$ cat src/design/bir_pkg.sv
`timescale 1ns / 1ps

package bir_pkg;

	// Command codes carried on tuser of the input stream.
	localparam logic CMD_LOAD   = 1'b0;
	localparam logic CMD_SAMPLE = 1'b1;

	// Configuration register indexes.
	localparam int CFG_IDX_W = 2;
	localparam logic [CFG_IDX_W-1:0] CFG_SRC_WIDTH  = 2'd0;
	localparam logic [CFG_IDX_W-1:0] CFG_SRC_HEIGHT = 2'd1;
	localparam logic [CFG_IDX_W-1:0] CFG_SCALE_X    = 2'd2;
	localparam logic [CFG_IDX_W-1:0] CFG_SCALE_Y    = 2'd3;
	localparam int CFG_DATA_W = 26;

	// Field widths.
	localparam int SIZE_REG_W = 10;
	localparam int SCALE_W    = 26;
	localparam int COORD_W    = 12;
	localparam int POS_W      = COORD_W + SCALE_W;
	localparam int CH_W       = 8;
	localparam int PIX_W      = 3 * CH_W;
	localparam int FRAC_W     = 16;
	localparam int WT_W       = FRAC_W + 1;
	localparam int ACC_W      = 24;
	localparam int OUT_CH_W   = 16;
	localparam int IN_DATA_W  = 48;
	localparam int OUT_DATA_W = 48;

	// Distance kept below the last source column or row, in Q.16 units.
	localparam int CLAMP_MARGIN = 66;

	// One stored source pixel, red in the top byte.
	typedef struct packed {
		logic [CH_W-1:0] red;
		logic [CH_W-1:0] green;
		logic [CH_W-1:0] blue;
	} pixel_t;

	// Sequencer controls for the blend unit.
	typedef struct packed {
		logic       clr;
		logic       wt_en;
		logic [1:0] corner;
	} blend_ctl_t;

endpackage

$ cat src/design/bir_blend.sv
`timescale 1ns / 1ps

module bir_blend (
	input  logic                              clk,
	input  logic                              arst_n,
	input  bir_pkg::blend_ctl_t               ctl,
	input  logic [bir_pkg::FRAC_W-1:0]        fx,
	input  logic [bir_pkg::FRAC_W-1:0]        fy,
	input  bir_pkg::pixel_t                   pix,
	output logic [bir_pkg::OUT_CH_W-1:0]      red,
	output logic [bir_pkg::OUT_CH_W-1:0]      green,
	output logic [bir_pkg::OUT_CH_W-1:0]      blue
);

	logic [bir_pkg::WT_W-1:0]   fac_x;
	logic [bir_pkg::WT_W-1:0]   fac_y;
	logic [2*bir_pkg::WT_W-1:0] wt_prod;
	logic [bir_pkg::WT_W-1:0]   wt_q;
	logic                       acc_en_q;
	logic [bir_pkg::ACC_W-1:0]  acc_r_q;
	logic [bir_pkg::ACC_W-1:0]  acc_g_q;
	logic [bir_pkg::ACC_W-1:0]  acc_b_q;

	// Weight of the current corner: fraction or its complement on each axis.
	always_comb begin
		fac_x = ctl.corner[0] ? bir_pkg::WT_W'(fx) : (17'h10000 - bir_pkg::WT_W'(fx));
		fac_y = ctl.corner[1] ? bir_pkg::WT_W'(fy) : (17'h10000 - bir_pkg::WT_W'(fy));
		wt_prod = (2*bir_pkg::WT_W)'(fac_x) * (2*bir_pkg::WT_W)'(fac_y);
	end

	// The weight is registered to line up with the registered store read.
	always_ff @(posedge clk) begin
		if (ctl.wt_en) begin
			wt_q <= wt_prod[bir_pkg::FRAC_W +: bir_pkg::WT_W];
		end
	end

	always_ff @(posedge clk or negedge arst_n) begin
		if (!arst_n) begin
			acc_en_q <= 1'b0;
		end else begin
			acc_en_q <= ctl.wt_en;
		end
	end

	// Per-channel multiply and accumulate over the four neighbors.
	always_ff @(posedge clk) begin
		if (ctl.clr) begin
			acc_r_q <= '0;
			acc_g_q <= '0;
			acc_b_q <= '0;
		end else if (acc_en_q) begin
			acc_r_q <= acc_r_q + bir_pkg::ACC_W'(bir_pkg::ACC_W'(pix.red) * bir_pkg::ACC_W'(wt_q));
			acc_g_q <= acc_g_q + bir_pkg::ACC_W'(bir_pkg::ACC_W'(pix.green) * bir_pkg::ACC_W'(wt_q));
			acc_b_q <= acc_b_q + bir_pkg::ACC_W'(bir_pkg::ACC_W'(pix.blue) * bir_pkg::ACC_W'(wt_q));
		end
	end

	// Q8.8 result drops the low eight bits.
	assign red   = acc_r_q[bir_pkg::ACC_W-1:8];
	assign green = acc_g_q[bir_pkg::ACC_W-1:8];
	assign blue  = acc_b_q[bir_pkg::ACC_W-1:8];

endmodule

$ cat config.mk
export PLATFORM = sky130hd
export DESIGN_NAME = bir_blend
export DESIGN_NICKNAME = d
export VERILOG_FILES = /design/src/design/bir_pkg.sv /design/src/design/bir_blend.sv
export SDC_FILE = /design/constraint.sdc
export NUM_CORES = 2
export LEC_CHECK = 0
export BUFFER_PORTS_ARGS = -buffer_cell sky130_fd_sc_hd__buf_2
export CAP_MARGIN = 30
export CORE_ASPECT_RATIO = 1.2
export CORE_MARGIN = 2
export CORE_UTILIZATION = 51
export CTS_CLUSTER_SIZE = 10
export DETAILED_ROUTE_END_ITERATION = 10
export PLACE_DENSITY = 0.68
export SYNTH_ARGS = -nofsm -noshare
export SYNTH_HDL_FRONTEND = slang
export SYNTH_SLANG_ARGS = --single-unit
$ cat constraint.sdc
create_clock -name clk -period 8.7 [get_ports clk]
set_input_delay 1.74 -clock clk [delete_from_list [all_inputs] [get_ports clk]]
set_output_delay 1.74 -clock clk [all_outputs]
set_load 0.1 [all_outputs]
Word-level counts from Yosys, hierarchy flattened
Index checks and enable logic that the tools add are counted.
{"block": "word_totals", "reg_bits": 90, "inputBits": 62, "output_inout_bits": 48, "elab_cells": 16}
{"block": "classes", "n_addsub": 5, "n_mul": 4, "n_mux": 2}
{"cell": "24-bit adder", "n": 3}
{"cell": "8-bit by 17-bit multiplier with 24-bit output", "n": 3}
{"cell": "17-bit two-way mux", "n": 2}
{"cell": "17-bit by 16-bit subtractor with 17-bit output (first input constant)", "n": 2}
{"cell": "17-bit by 17-bit multiplier with 33-bit output", "n": 1}

Depth between registers and ports, before layout
{"block": "logic_depth", "depth_word": 3, "depth_mapped": 30, "ltp_nobuf": 28}

Worst setup path after synthesis
No wires, ideal clock.
{"block": "synth_path", "kind": "input-to-reg", "startpoint": "in fx[0] in the netlist's numbering", "endpoint": "reg wt_q[13] in the netlist's numbering, data pin", "setup_ns": 0.258, "arrival_ns": 8.667, "setup_slack_ns": -0.225, "path_stages": 27, "n_path_buf": 2, "path_cell_list": "clkbuf_1 clkinv_1 ha_1 or3b_4 nor4b_4 a21oi_1 xor2_1 clkbuf_1 nand2_1 fa_1 fa_1 fa_1 inv_1 fa_1 fa_1 inv_1 fa_1 inv_1 ha_1 a21o_1 a21oi_1 and3_1 nand3_1 a221oi_2 o21ai_0 a31oi_1 xnor2_1"}
{"block": "synth_between", "elab_chain_cells": 3}
{"element": "start: declaration", "line": "bir_blend.sv:7", "source": "input logic [bir_pkg::FRAC_W-1:0] fx,"}
{"element": "17-bit by 16-bit subtractor with 17-bit output", "line": "bir_blend.sv:26", "source": "fac_x = ctl.corner[0] ? bir_pkg::WT_W'(fx) : (17'h10000 - bir_pkg::WT_W'(fx));"}
{"element": "17-bit two-way mux (*)", "line": "bir_blend.sv:26"}
{"element": "17-bit by 17-bit multiplier with 33-bit output (*)", "line": "bir_blend.sv:28", "source": "wt_prod = (2*bir_pkg::WT_W)'(fac_x) * (2*bir_pkg::WT_W)'(fac_y);"}
{"element": "via wt_prod (one bit)", "line": "bir_blend.sv:17", "source": "logic [2*bir_pkg::WT_W-1:0] wt_prod;"}
{"element": "end signal: assignment", "line": "bir_blend.sv:34", "source": "wt_q <= wt_prod[bir_pkg::FRAC_W +: bir_pkg::WT_W];"}
{"element": "end: declaration", "line": "bir_blend.sv:18", "source": "logic [bir_pkg::WT_W-1:0] wt_q;"}
Mark *: on every way through the listed nets, which the timed path passes. The rest lies on a longest branch.
A chain may end at the register's enable or synchronous reset.

Worst setup path after layout
Same ends and word-level chain as after synthesis.

==> flow_summary_export.csv <==
group,metric,value,unit
route,first_pass_iters,7,
cts,root_buffer,"clkbuf_16",
synth,yosysWarnings,0,
cts,clkLatencyLatePin,0.39,ns
placement,dp_hpwl,58000,um
floorplanning,die_h,256,um
floorplanning,die_w,214,um
min_path,min_path_cells,2,
cts,hold_buffers,0,
timing,rsz0062_at_grt,"no",
cts,clock-sinks,90,
synth,netlist_area,27000,um^2
timing,tightest_slew,1.00,ns
timing,skew,0.0114,ns
synth,syn_avg_cell_area,8.62,um^2
synth,synth_seq_cells,90,
placement,port_buffers,109,
worst_setup_path,reg2regPathDepth,15,
route,post-route-drc-count,0,
worst_setup_path,arrival,8.58,ns
layout,syn2layout_area_growth,6.33,%
placement,place_ws,-0.103,ns
worst_setup_path,crit_slowest_cell,"fa_1",
floorplanning,core_area,52400,um^2
timing,fin_tns_setup,0,ns
route,drt_iter0_drc,1046,
cts,cts_tree,"yes",
run_status,outcome,"finished clean",
cts,clk_pin_slew,0.07,ns
synth,synth_cells,3133,
synth,synth-async-reset-ratio,0.0111,
placement,gp_congestion,0.965,
timing,post-route-period-util,0.970,
synth,synth_top_cell_by_area,"fa_1",
timing,final.min_clock_period,8.44,ns
global_routing,grt_use_total,0.268,
global_routing,grt_pass1_wl,117000,um
worst_setup_path,crit_fanout,15,
synth,dominantRegCellSynth,"dfxtp_1",
global_routing,grt_max_degree,53,
cts,cts_max_path_buffers,2,
synth,ys_seq_area_frac,0.0732,
worst_setup_path,critPathKind,"in2reg",
timing,slew-limit-headroom,0.331,
worst_setup_path,crit_top_cell,"fa_1",
route,wl_per_cell,18.1,um
synth,synth-edff-count,17,
global_routing,grt_overflow,0,
run,maxCapViolations,0,
synth,synth_cell_types,73,
timing,setup_violations,0,
floorplanning,io_pins,110,
layout,mostFrequentLayoutCells,"inv_1, fa_1, nand2_1, ha_1, nor2_1",
cts,h-tree-depth,3,
floorplanning,row_count,92,
route,detail-route-antenna-nets,0,
worst_setup_path,end_kind,"flop",
worst_setup_path,cp-start-kind,"input port",
floorplanning,initial_core_util,0.516,
global_routing,met2_usage,0.495,
layout,drive_gt1_frac,0.0809,
floorplanning,fp.dieArea,54800,um^2
layout,layout_commonest_cell,"inv_1",
route,via_per_inst,5.34,
worst_setup_path,max_stage_delay,0.53,ns
min_path,worstHoldPathType,"reg2reg",
synth,yosysTopAreaCellShare,0.413,
global_routing,grt_pass1_vias,22700,
worst_setup_path,required,8.84,ns
synth,syn-num-nets,3979,
timing,fmax,0.119,GHz
global_routing,grt_most_used_layer,"met2",
layout,fin_nets,4029,
timing,final-max-slew-violation-count,0,
route,vias,20800,
synth,ys_top_cells_by_area,"fa_1, ha_1, inv_1",
cts,numCtsBuffers,9,
timing,hold_viol,0,
global_routing,met1_usage,0.315,
layout,design_area,28700,um^2
global_routing,grt_antenna_before_repair,2,
global_routing,gr-usage-met3,0.0303,
timing,setup_ws,0.263,ns
placement,placed_area,28400,um^2
route,routed_wirelength,70500,um
[timing repair]
item | CTS | global route
resized for setup | 0 | 2
setup endpoints to repair | 0 | 4
buffers inserted | 0 | 1
[kinds of logic (layout without fill, tap and decap cells)]
family	Yosys count	count (layout)	synth area share
adders and majority gates	784	784	0.518
muxes	42	42	0.0157
DFF	90	90	0.0732
and+or+nand+nor	978	978	0.166
buffers and inverters	873	928	0.129
other	0	3	0
AOI/OAI and AO/OA	243	243	0.0583
xor gates and xnor gates	123	123	0.0402
[sequential cells by signal (all words and copies together), names as in the netlist]
register and cells:
acc_en_q 1, acc_r_q 24, acc_g_q 24, wt_q 17
acc_b_q 24
[worst paths after layout]
path / start / endpoint / slack, ns
min in group asynchronous: arst_n / acc_en_q / 1.16
max in group asynchronous: arst_n / acc_en_q / 7.39
hold / removal: acc_b_q[7] / acc_b_q[7] / 0.47
hold reg to reg: acc_b_q[7] / acc_b_q[7] / 0.47
setup reg to reg: wt_q[12] / acc_b_q[23] / 3.08
setup / recovery: fx[0] / wt_q[13] / 0.26
[critical path, delay by kind of cell]
family                   cells  cell delay, ns
adder cells (fa/ha/maj)      8            3.41
XOR/XNOR                     2            0.28
buffers and inverters       10            1.07
AND/OR/NAND/NOR              3            0.94
AO/OA/AOI/OAI                7            1.12
[synthesized netlist by cell type (5+ instances only)]
cell	n
inv_1	700
fa_1	557
nand2_1	463
ha_1	227
nor2_1	213
and2_1	186
clkbuf_1	112
a21oi_1	82
xnor2_1	80
dfxtp_1	72
buf_4	48
xor2_1	42
mux2i_1	40
nor3_1	35
o21ai_0	33
a21o_1	28
edfxtp_1	17
o21a_1	17
a211oi_1	15
nand3_1	11
nor2b_1	11
a31oi_1	8
and3_1	8
buf_1	8
nand4_1	7
o21bai_1	7
a31o_2	6
nand2b_1	6
o22ai_1	6
o311ai_0	6
o31ai_1	6
or3_1	6
nor4_1	5
o211ai_1	5
[area by class of cell]
type / instances / area, um^2
clock inverters: 6 / 66.3
well taps: 705 / 882
multi-input cells: 2170 / 21600
diodes: 3 / 7.51
flip-flops and latches: 90 / 1980
fillers: 4772 / 23700
repair buffers: 211 / 1330
inverters: 701 / 2630
clock buffers: 10 / 229
[per-layer routing]
layer	share of wire	up-vias
li1	-	9422
met1	0.39	10600
met2	0.52	629
met3	0.052	161
met4	0.041	0
met5	0	-
[metrics by stage]
step                instances  hold WS [ns]   util
global placement         3876         0.452  0.542
detailed placement       3876         0.454  0.542
CTS                      3892         0.467  0.548
finish                   3896         0.466  0.548
floorplan                3133         0.441      -
global route             3894         0.486  0.548
Power is not shown: default switching activity piles up to over one toggle a cycle in this logic, so the estimate is an artifact.
