### config.mk
export PLATFORM = sky130hd
export DESIGN_NAME = bir_axis
export DESIGN_NICKNAME = d
export VERILOG_FILES = /design/src/design/bir_pkg.sv /design/src/design/bir_axis.sv
export SDC_FILE = /design/constraint.sdc
export NUM_CORES = 1
export LEC_CHECK = 0
export BUFFER_PORTS_ARGS = -buffer_cell sky130_fd_sc_hd__buf_2
export CORE_MARGIN = 5
export CORE_UTILIZATION = 40
export DETAILED_ROUTE_END_ITERATION = 8
export MAX_ROUTING_LAYER = met4
export PLACE_DENSITY = 0.58
export SLEW_MARGIN = 5
export SYNTH_ARGS = -nofsm -noshare
export SYNTH_HDL_FRONTEND = slang
export SYNTH_SLANG_ARGS = --single-unit
### constraint.sdc
create_clock -name clk -period 9.4 [get_ports clk]
set_clock_uncertainty 0.15 [all_clocks]
set_input_delay 1.88 -clock clk [delete_from_list [all_inputs] [get_ports clk]]
set_output_delay 1.88 -clock clk [all_outputs]
set_load 0.02 [all_outputs]
### src/design/bir_pkg.sv
`timescale 1ns / 1ps

package bir_pkg;

	// Command codes carried on tuser of the input stream.
	localparam logic CMD_LOAD   = 1'b0;
	localparam logic CMD_SAMPLE = 1'b1;

	// Configuration register indexes.
	localparam int CFG_IDX_W = 2;
	localparam logic [CFG_IDX_W-1:0] CFG_SRC_WIDTH  = 2'd0;
	localparam logic [CFG_IDX_W-1:0] CFG_SRC_HEIGHT = 2'd1;
	localparam logic [CFG_IDX_W-1:0] CFG_SCALE_X    = 2'd2;
	localparam logic [CFG_IDX_W-1:0] CFG_SCALE_Y    = 2'd3;
	localparam int CFG_DATA_W = 26;

	// Field widths.
	localparam int SIZE_REG_W = 10;
	localparam int SCALE_W    = 26;
	localparam int COORD_W    = 12;
	localparam int POS_W      = COORD_W + SCALE_W;
	localparam int CH_W       = 8;
	localparam int PIX_W      = 3 * CH_W;
	localparam int FRAC_W     = 16;
	localparam int WT_W       = FRAC_W + 1;
	localparam int ACC_W      = 24;
	localparam int OUT_CH_W   = 16;
	localparam int IN_DATA_W  = 48;
	localparam int OUT_DATA_W = 48;

	// Distance kept below the last source column or row, in Q.16 units.
	localparam int CLAMP_MARGIN = 66;

	// One stored source pixel, red in the top byte.
	typedef struct packed {
		logic [CH_W-1:0] red;
		logic [CH_W-1:0] green;
		logic [CH_W-1:0] blue;
	} pixel_t;

	// Sequencer controls for the blend unit.
	typedef struct packed {
		logic       clr;
		logic       wt_en;
		logic [1:0] corner;
	} blend_ctl_t;

endpackage

### src/design/bir_axis.sv
`timescale 1ns / 1ps

module bir_axis #(
	parameter int MAX_SIZE = 512,
	parameter int SW       = 10,
	parameter int IW       = 9
) (
	input  logic                                clk,
	input  logic                                cap,
	input  logic [bir_pkg::COORD_W-1:0]         coord,
	input  logic [bir_pkg::SCALE_W-1:0]         scale,
	input  logic [bir_pkg::SIZE_REG_W-1:0]      size_reg,
	output logic [SW-1:0]                       eff_size,
	output logic [IW-1:0]                       idx_s2,
	output logic [bir_pkg::FRAC_W-1:0]          frac_s2
);

	logic [bir_pkg::POS_W-1:0] pos_s1;
	logic [SW+15:0]            top_val;
	logic [bir_pkg::POS_W-1:0] clamped;

	// The size register saturates to the range the store can hold.
	always_comb begin
		if (size_reg < bir_pkg::SIZE_REG_W'(2)) begin
			eff_size = SW'(2);
		end else if (32'(size_reg) > MAX_SIZE) begin
			eff_size = SW'(MAX_SIZE);
		end else begin
			eff_size = SW'(size_reg);
		end
	end

	// Source position in Q.16, captured as the item is accepted.
	always_ff @(posedge clk) begin
		if (cap) begin
			pos_s1 <= bir_pkg::POS_W'(coord) * bir_pkg::POS_W'(scale);
		end
	end

	// Clamp below the last pixel, then split into index and fraction.
	always_comb begin
		top_val = {eff_size - SW'(1), 16'h0000} - (SW+16)'(bir_pkg::CLAMP_MARGIN);
		if (pos_s1 > bir_pkg::POS_W'(top_val)) begin
			clamped = bir_pkg::POS_W'(top_val);
		end else begin
			clamped = pos_s1;
		end
	end

	always_ff @(posedge clk) begin
		idx_s2  <= clamped[bir_pkg::FRAC_W +: IW];
		frac_s2 <= clamped[bir_pkg::FRAC_W-1:0];
	end

endmodule

Yosys cells after proc, flatten, opt, wreduce, memory -nomap -nowiden
Cells that the tools add are included.
{ "op_classes": {"addsub": 2, "magnitude_cmp": 3, "mux": 3, "mul": 1} }
{ "op_table": {"columns": ["operator", "n"], "rows": [
  ["$gt 38x26->1", 1],
  ["$mul 12x26->38", 1],
  ["$sub 26x7->26 const B", 1],
  ["$mux 25", 1],
  ["$mux 10", 2],
  ["$gt 10x10->1 const B", 1],
  ["$lt 10x2->1 const B", 1],
  ["$sub 10x1->10 const B", 1]
]} }
{ "word_totals": {"reg_bits": 63, "elab_cells": 12} }

Logic depth before layout (Yosys ltp)
{ "depth": {"word_depth": 7, "mapped_depth": 22, "mapped_depth_nobuf": 20} }

Worst setup path before layout
OpenSTA, ideal clock, no wires.
{ "synth_timing": {"path_type": "input -> register", "from": "in coord[5] (netlist bit)", "to": "reg pos_s1[28] (netlist bit), data pin", "required_ps": 8991, "cell_stages": 20, "setup_slack_ps": 2168, "n_path_buf": 2, "arrival_ps": 6823, "cell_sequence": "clkbuf_1 -> clkbuf_1 -> nand2_1 -> fa_1 -> inv_1 -> fa_1 -> inv_1 -> fa_1 -> inv_1 -> fa_1 -> fa_1 -> ha_1 -> nand3_1 -> nor2_1 -> a31oi_1 -> o41ai_1 -> nand2b_1 -> nand3_1 -> and2_1 -> xnor2_1"} }
{ "synth_between": {"elab_chain_cells": 1} }
{ "synth_lines": {"columns": ["item", "line_no", "rtl"], "rows": [
  ["from (decl)", "bir_axis.sv:10", "input logic [bir_pkg::COORD_W-1:0] coord,"],
  ["$mul 12x26->38", "bir_axis.sv:36", "pos_s1 <= bir_pkg::POS_W'(coord) * bir_pkg::POS_W'(scale);"],
  ["to (signal assigned)", "bir_axis.sv:36", null],
  ["to (decl)", "bir_axis.sv:18", "logic [bir_pkg::POS_W-1:0] pos_s1;"]
]} }
Every way passes these cells.
A chain may end at the register's enable or synchronous reset.

Final worst setup path
{ "layout_timing": {"from": "in coord[11] (netlist bit)", "to": "reg pos_s1[28] (netlist bit), data pin"} }
The elaborated chain is that of the path after synthesis.

==> metrics.log <==
[metrics] status: finished clean
[metrics] count of clock tree sinks: 63
[metrics] most common cell in the netlist: sky130_fd_sc_hd__fa_1
[metrics] sw power: 2.33 mW
[metrics] Detail Route Antenna Nets: 0
[metrics] drt initial violations: 467
[metrics] Placeable Area: 29800 um^2
[metrics] max-slew headroom at the worst pin: 47.0%
[metrics] initial antenna violation count: 0
[metrics] FMAX: 134 MHz
[metrics] post-synth cell types: 60
[metrics] number of top-level pins: 85
[metrics] Detailed Place HPWL: 23000 um
[metrics] Worst Path Required: 9.32 ns
[metrics] count of vias placed by the detailed router: 8664
[metrics] CTS tree: yes
[metrics] minimum setup slack among reg-to-reg paths: 6.76 ns
[metrics] Vert. Die Dim: 184 um
[metrics] CP Max Fanout: 26
[metrics] Clk Tree Root Cell: sky130_fd_sc_hd__clkbuf_16
[metrics] largest voltage drop on the vdd net: 0.218 mV
[metrics] async set-reset flop share out of synthesis: 0%
[metrics] Clk network pwr share: 6.8%
[metrics] # port buffers: 84
[metrics] Layout Area Growth over Synthesis: 7.99%
[metrics] Clock transition at path regs: 0.05 ns
[metrics] critical path startpoint category: input pin
[metrics] number of global-route vias before repair: 9256
[metrics] Inst Count DP: 1725
[metrics] Std-Cell Rows: 63
[metrics] Slew Limit Fails: 0
[metrics] via density per instance: 4.98
[metrics] Die Footprint: 33900 um^2
[metrics] count of non-filler cells in the finished layout: 1741
[metrics] cell count after synthesis: 1316
[metrics] post-synthesis cell type with the largest combined area: sky130_fd_sc_hd__fa_1
[metrics] worst setup path category: input pin to register
[metrics] Synth area leaders: sky130_fd_sc_hd__fa_1 40%, sky130_fd_sc_hd__edfxtp_1 9.4%, sky130_fd_sc_hd__ha_1 9.0%, sky130_fd_sc_hd__inv_1 7.4%, sky130_fd_sc_hd__nand2_1 7.3%
[metrics] worst hold slack after final layout: 0.301 ns
[metrics] share of cells above drive strength 1: 8.81%
[metrics] EDFF count, synth: 38
[metrics] Net Count, Synth: 1693
[metrics] number of warnings reported in the yosys synthesis log: 0
[metrics] routability-driven placement congestion ratio: 0.838
[metrics] post-cts gate resize count: 0
[metrics] total non-filler cell area in the finished layout: 13100 um^2
[metrics] relative contribution of sequential cells to total power: 13.1%
[metrics] count of final setup violators: 0
[metrics] Post-CTS Setup Inserts: 0
[metrics] net count reported at finish: 1723
[metrics] Leak Pwr: 6.34 nW
[metrics] Final period util: 79.3%
[metrics] dominant register cell in the synthesized netlist: sky130_fd_sc_hd__edfxtp_1
[metrics] layout filler cell count: 3033
[metrics] Hold Vio Cnt, Final: 0
[metrics] number of levels the H-tree was split into: 3
[metrics] Worst Path Arrival: 7.37 ns
[metrics] clk buf depth: 2
[metrics] path category of the worst min-delay check: register to register
[metrics] synthesized flop and latch total: 63
[metrics] total DRC errors in the routed layout: 0
[metrics] switching part of the total power: 49.1%
[metrics] drt wl/cell: 15.7 um
[metrics] Int Power: 2.41 mW
[metrics] clock buffer count from CTS: 9
[metrics] unrepaired setup endpoints after global routing: false
[metrics] first-pass GRT wire length: 47000 um
[metrics] power per standard cell area: 362 nW/um^2
[metrics] measured slew at the worst slew-check pin: 0.795 ns
[metrics] detailed-routing iteration count for the pre-antenna-repair pass: 6
[metrics] remaining global-route overflow: 0
[metrics] maximum number of pins on one net before global-route repair: 39
[metrics] standard cell area after detailed placement: 12800 um^2
[metrics] width of the die: 184 um
[metrics] gr usage total: 17.4%
[metrics] combinational share of power: 80.0%
[metrics] max-capacitance violation count: 0
[metrics] Critical Path End Type: register
[metrics] average size of a mapped cell: 9.22 um^2
[metrics] total negative slack: 0 ns
[metrics] portion of the post-synthesis area used by sequential elements: 13.5%
[metrics] proportion of netlist area held by the largest area contributor: 39.6%
[metrics] clk_lat worst skew: 0.32 ns
[metrics] effective utilization at floorplan: 40.7%
[metrics] final critical delay including setup and external delays: 7.45 ns
[metrics] number of hold buffers added after CTS: 0
[metrics] leading cell types by count after synthesis: 240 x sky130_fd_sc_hd__fa_1, 238 x sky130_fd_sc_hd__inv_1, 237 x sky130_fd_sc_hd__nand2_1
[metrics] routed wire length: 27300 um
[metrics] Post-Syn Area: 12100 um^2
[metrics] Diodes inserted: 0
-- layer usage --
metal,GRT usage [%],vias up,share of wire [%],routed length [um]
met3,1.80,11,4.9,1330
met4,2.43,0,0.64,175
met5,-,-,0,0
li1,-,4088,-,-
met1,25.9,4364,50,13700
met2,26.6,201,44,12100
-- area by class of cell --
| cell class | instances | area (um^2) | share of cell area (%) |
|---|---|---|---|
| clock buffer | 13 | 282 | 2.15 |
| clock inverter | 3 | 22.5 | 0.172 |
| inverter | 238 | 893 | 6.82 |
| multi-input combinational | 949 | 9350 | 71.3 |
| sequential | 63 | 1640 | 12.5 |
| tap | 390 | 488 | 3.72 |
| timing repair buffer | 85 | 428 | 3.27 |
-- flip-flops by register name, indices dropped and copies added, names as in the netlist --
signal / cells
idx_s2: 9
pos_s1: 38
frac_s2: 16
-- path summary, 6_finish.rpt --
kind	startpoint	to	depth (start not counted)
setup / recovery	coord[11]	pos_s1[28]	19
hold / removal	pos_s1[4]	frac_s2[4]	1
setup reg to reg	pos_s1[16]	idx_s2[0]	10
hold reg to reg	pos_s1[4]	frac_s2[4]	1
-- per-stage QoR --
stage | power, mW | setup WS (ns) | utilization (%)
finish | 4.74 | 1.95 | 44.0
global route | 5.36 | 1.57 | 44.0
CTS | 4.80 | 1.96 | 44.0
detailed placement | 4.45 | 1.61 | 43.0
global placement | 4.41 | 1.68 | 43.0
floorplan | 3.61 | 2.17 | -
-- kinds of logic after synthesis --
kind of cell             synth area share [%]
multiplexers                            0.846
AND/OR/NAND/NOR                          18.0
AO/OA/AOI/OAI                            6.55
buffers and inverters                    9.46
adder cells (fa/ha/maj)                  48.6
flip-flops                               13.5
XOR/XNOR                                 3.10
-- critical path, stage by stage --
cell,delay [ns]
sky130_fd_sc_hd__buf_2,0.40
sky130_fd_sc_hd__nand2_1,0.16
sky130_fd_sc_hd__fa_1,0.56
sky130_fd_sc_hd__inv_1,0.05
sky130_fd_sc_hd__fa_1,0.50
sky130_fd_sc_hd__fa_1,0.54
sky130_fd_sc_hd__inv_1,0.05
sky130_fd_sc_hd__fa_1,0.52
sky130_fd_sc_hd__inv_1,0.05
sky130_fd_sc_hd__fa_1,0.48
sky130_fd_sc_hd__ha_1,0.39
sky130_fd_sc_hd__nand3_1,0.12
sky130_fd_sc_hd__nor2_1,0.24
sky130_fd_sc_hd__a31oi_1,0.18
sky130_fd_sc_hd__o41ai_1,0.60
sky130_fd_sc_hd__nand2b_1,0.27
sky130_fd_sc_hd__nand3_1,0.09
sky130_fd_sc_hd__and2_1,0.17
sky130_fd_sc_hd__xnor2_1,0.11
-- cell usage in the layout, fill, tap and decap left out, types with 8 or more instances in the layout --
cell type and count:
sky130_fd_sc_hd__fa_1 240, sky130_fd_sc_hd__inv_1 238, sky130_fd_sc_hd__nand2_1 237, sky130_fd_sc_hd__and2_1 106
sky130_fd_sc_hd__ha_1 87, sky130_fd_sc_hd__buf_2 84, sky130_fd_sc_hd__edfxtp_1 38, sky130_fd_sc_hd__a21oi_1 30
sky130_fd_sc_hd__nor2_1 29, sky130_fd_sc_hd__xnor2_1 25, sky130_fd_sc_hd__dfxtp_1 25, sky130_fd_sc_hd__nand3_1 20
sky130_fd_sc_hd__nand2b_1 19, sky130_fd_sc_hd__xor2_1 18, sky130_fd_sc_hd__o21ai_0 16, sky130_fd_sc_hd__nor3_1 11
sky130_fd_sc_hd__a21o_1 11, sky130_fd_sc_hd__nor2b_1 10, sky130_fd_sc_hd__clkbuf_16 10, sky130_fd_sc_hd__mux2i_1 8
sky130_fd_sc_hd__a211oi_1 8
-- power by group through the flow --
stage                     sequential, mW  combinational [mW]  clock (mW)
after CTS                          0.626                3.84       0.334
after detailed placement           0.631                3.82           0
final                              0.623                3.79       0.322
after global placement             0.629                3.78           0
after floorplan                    0.617                2.99           0
after global routing               0.634                4.38       0.347
No activity file was read; power rests on OpenSTA's default activity.
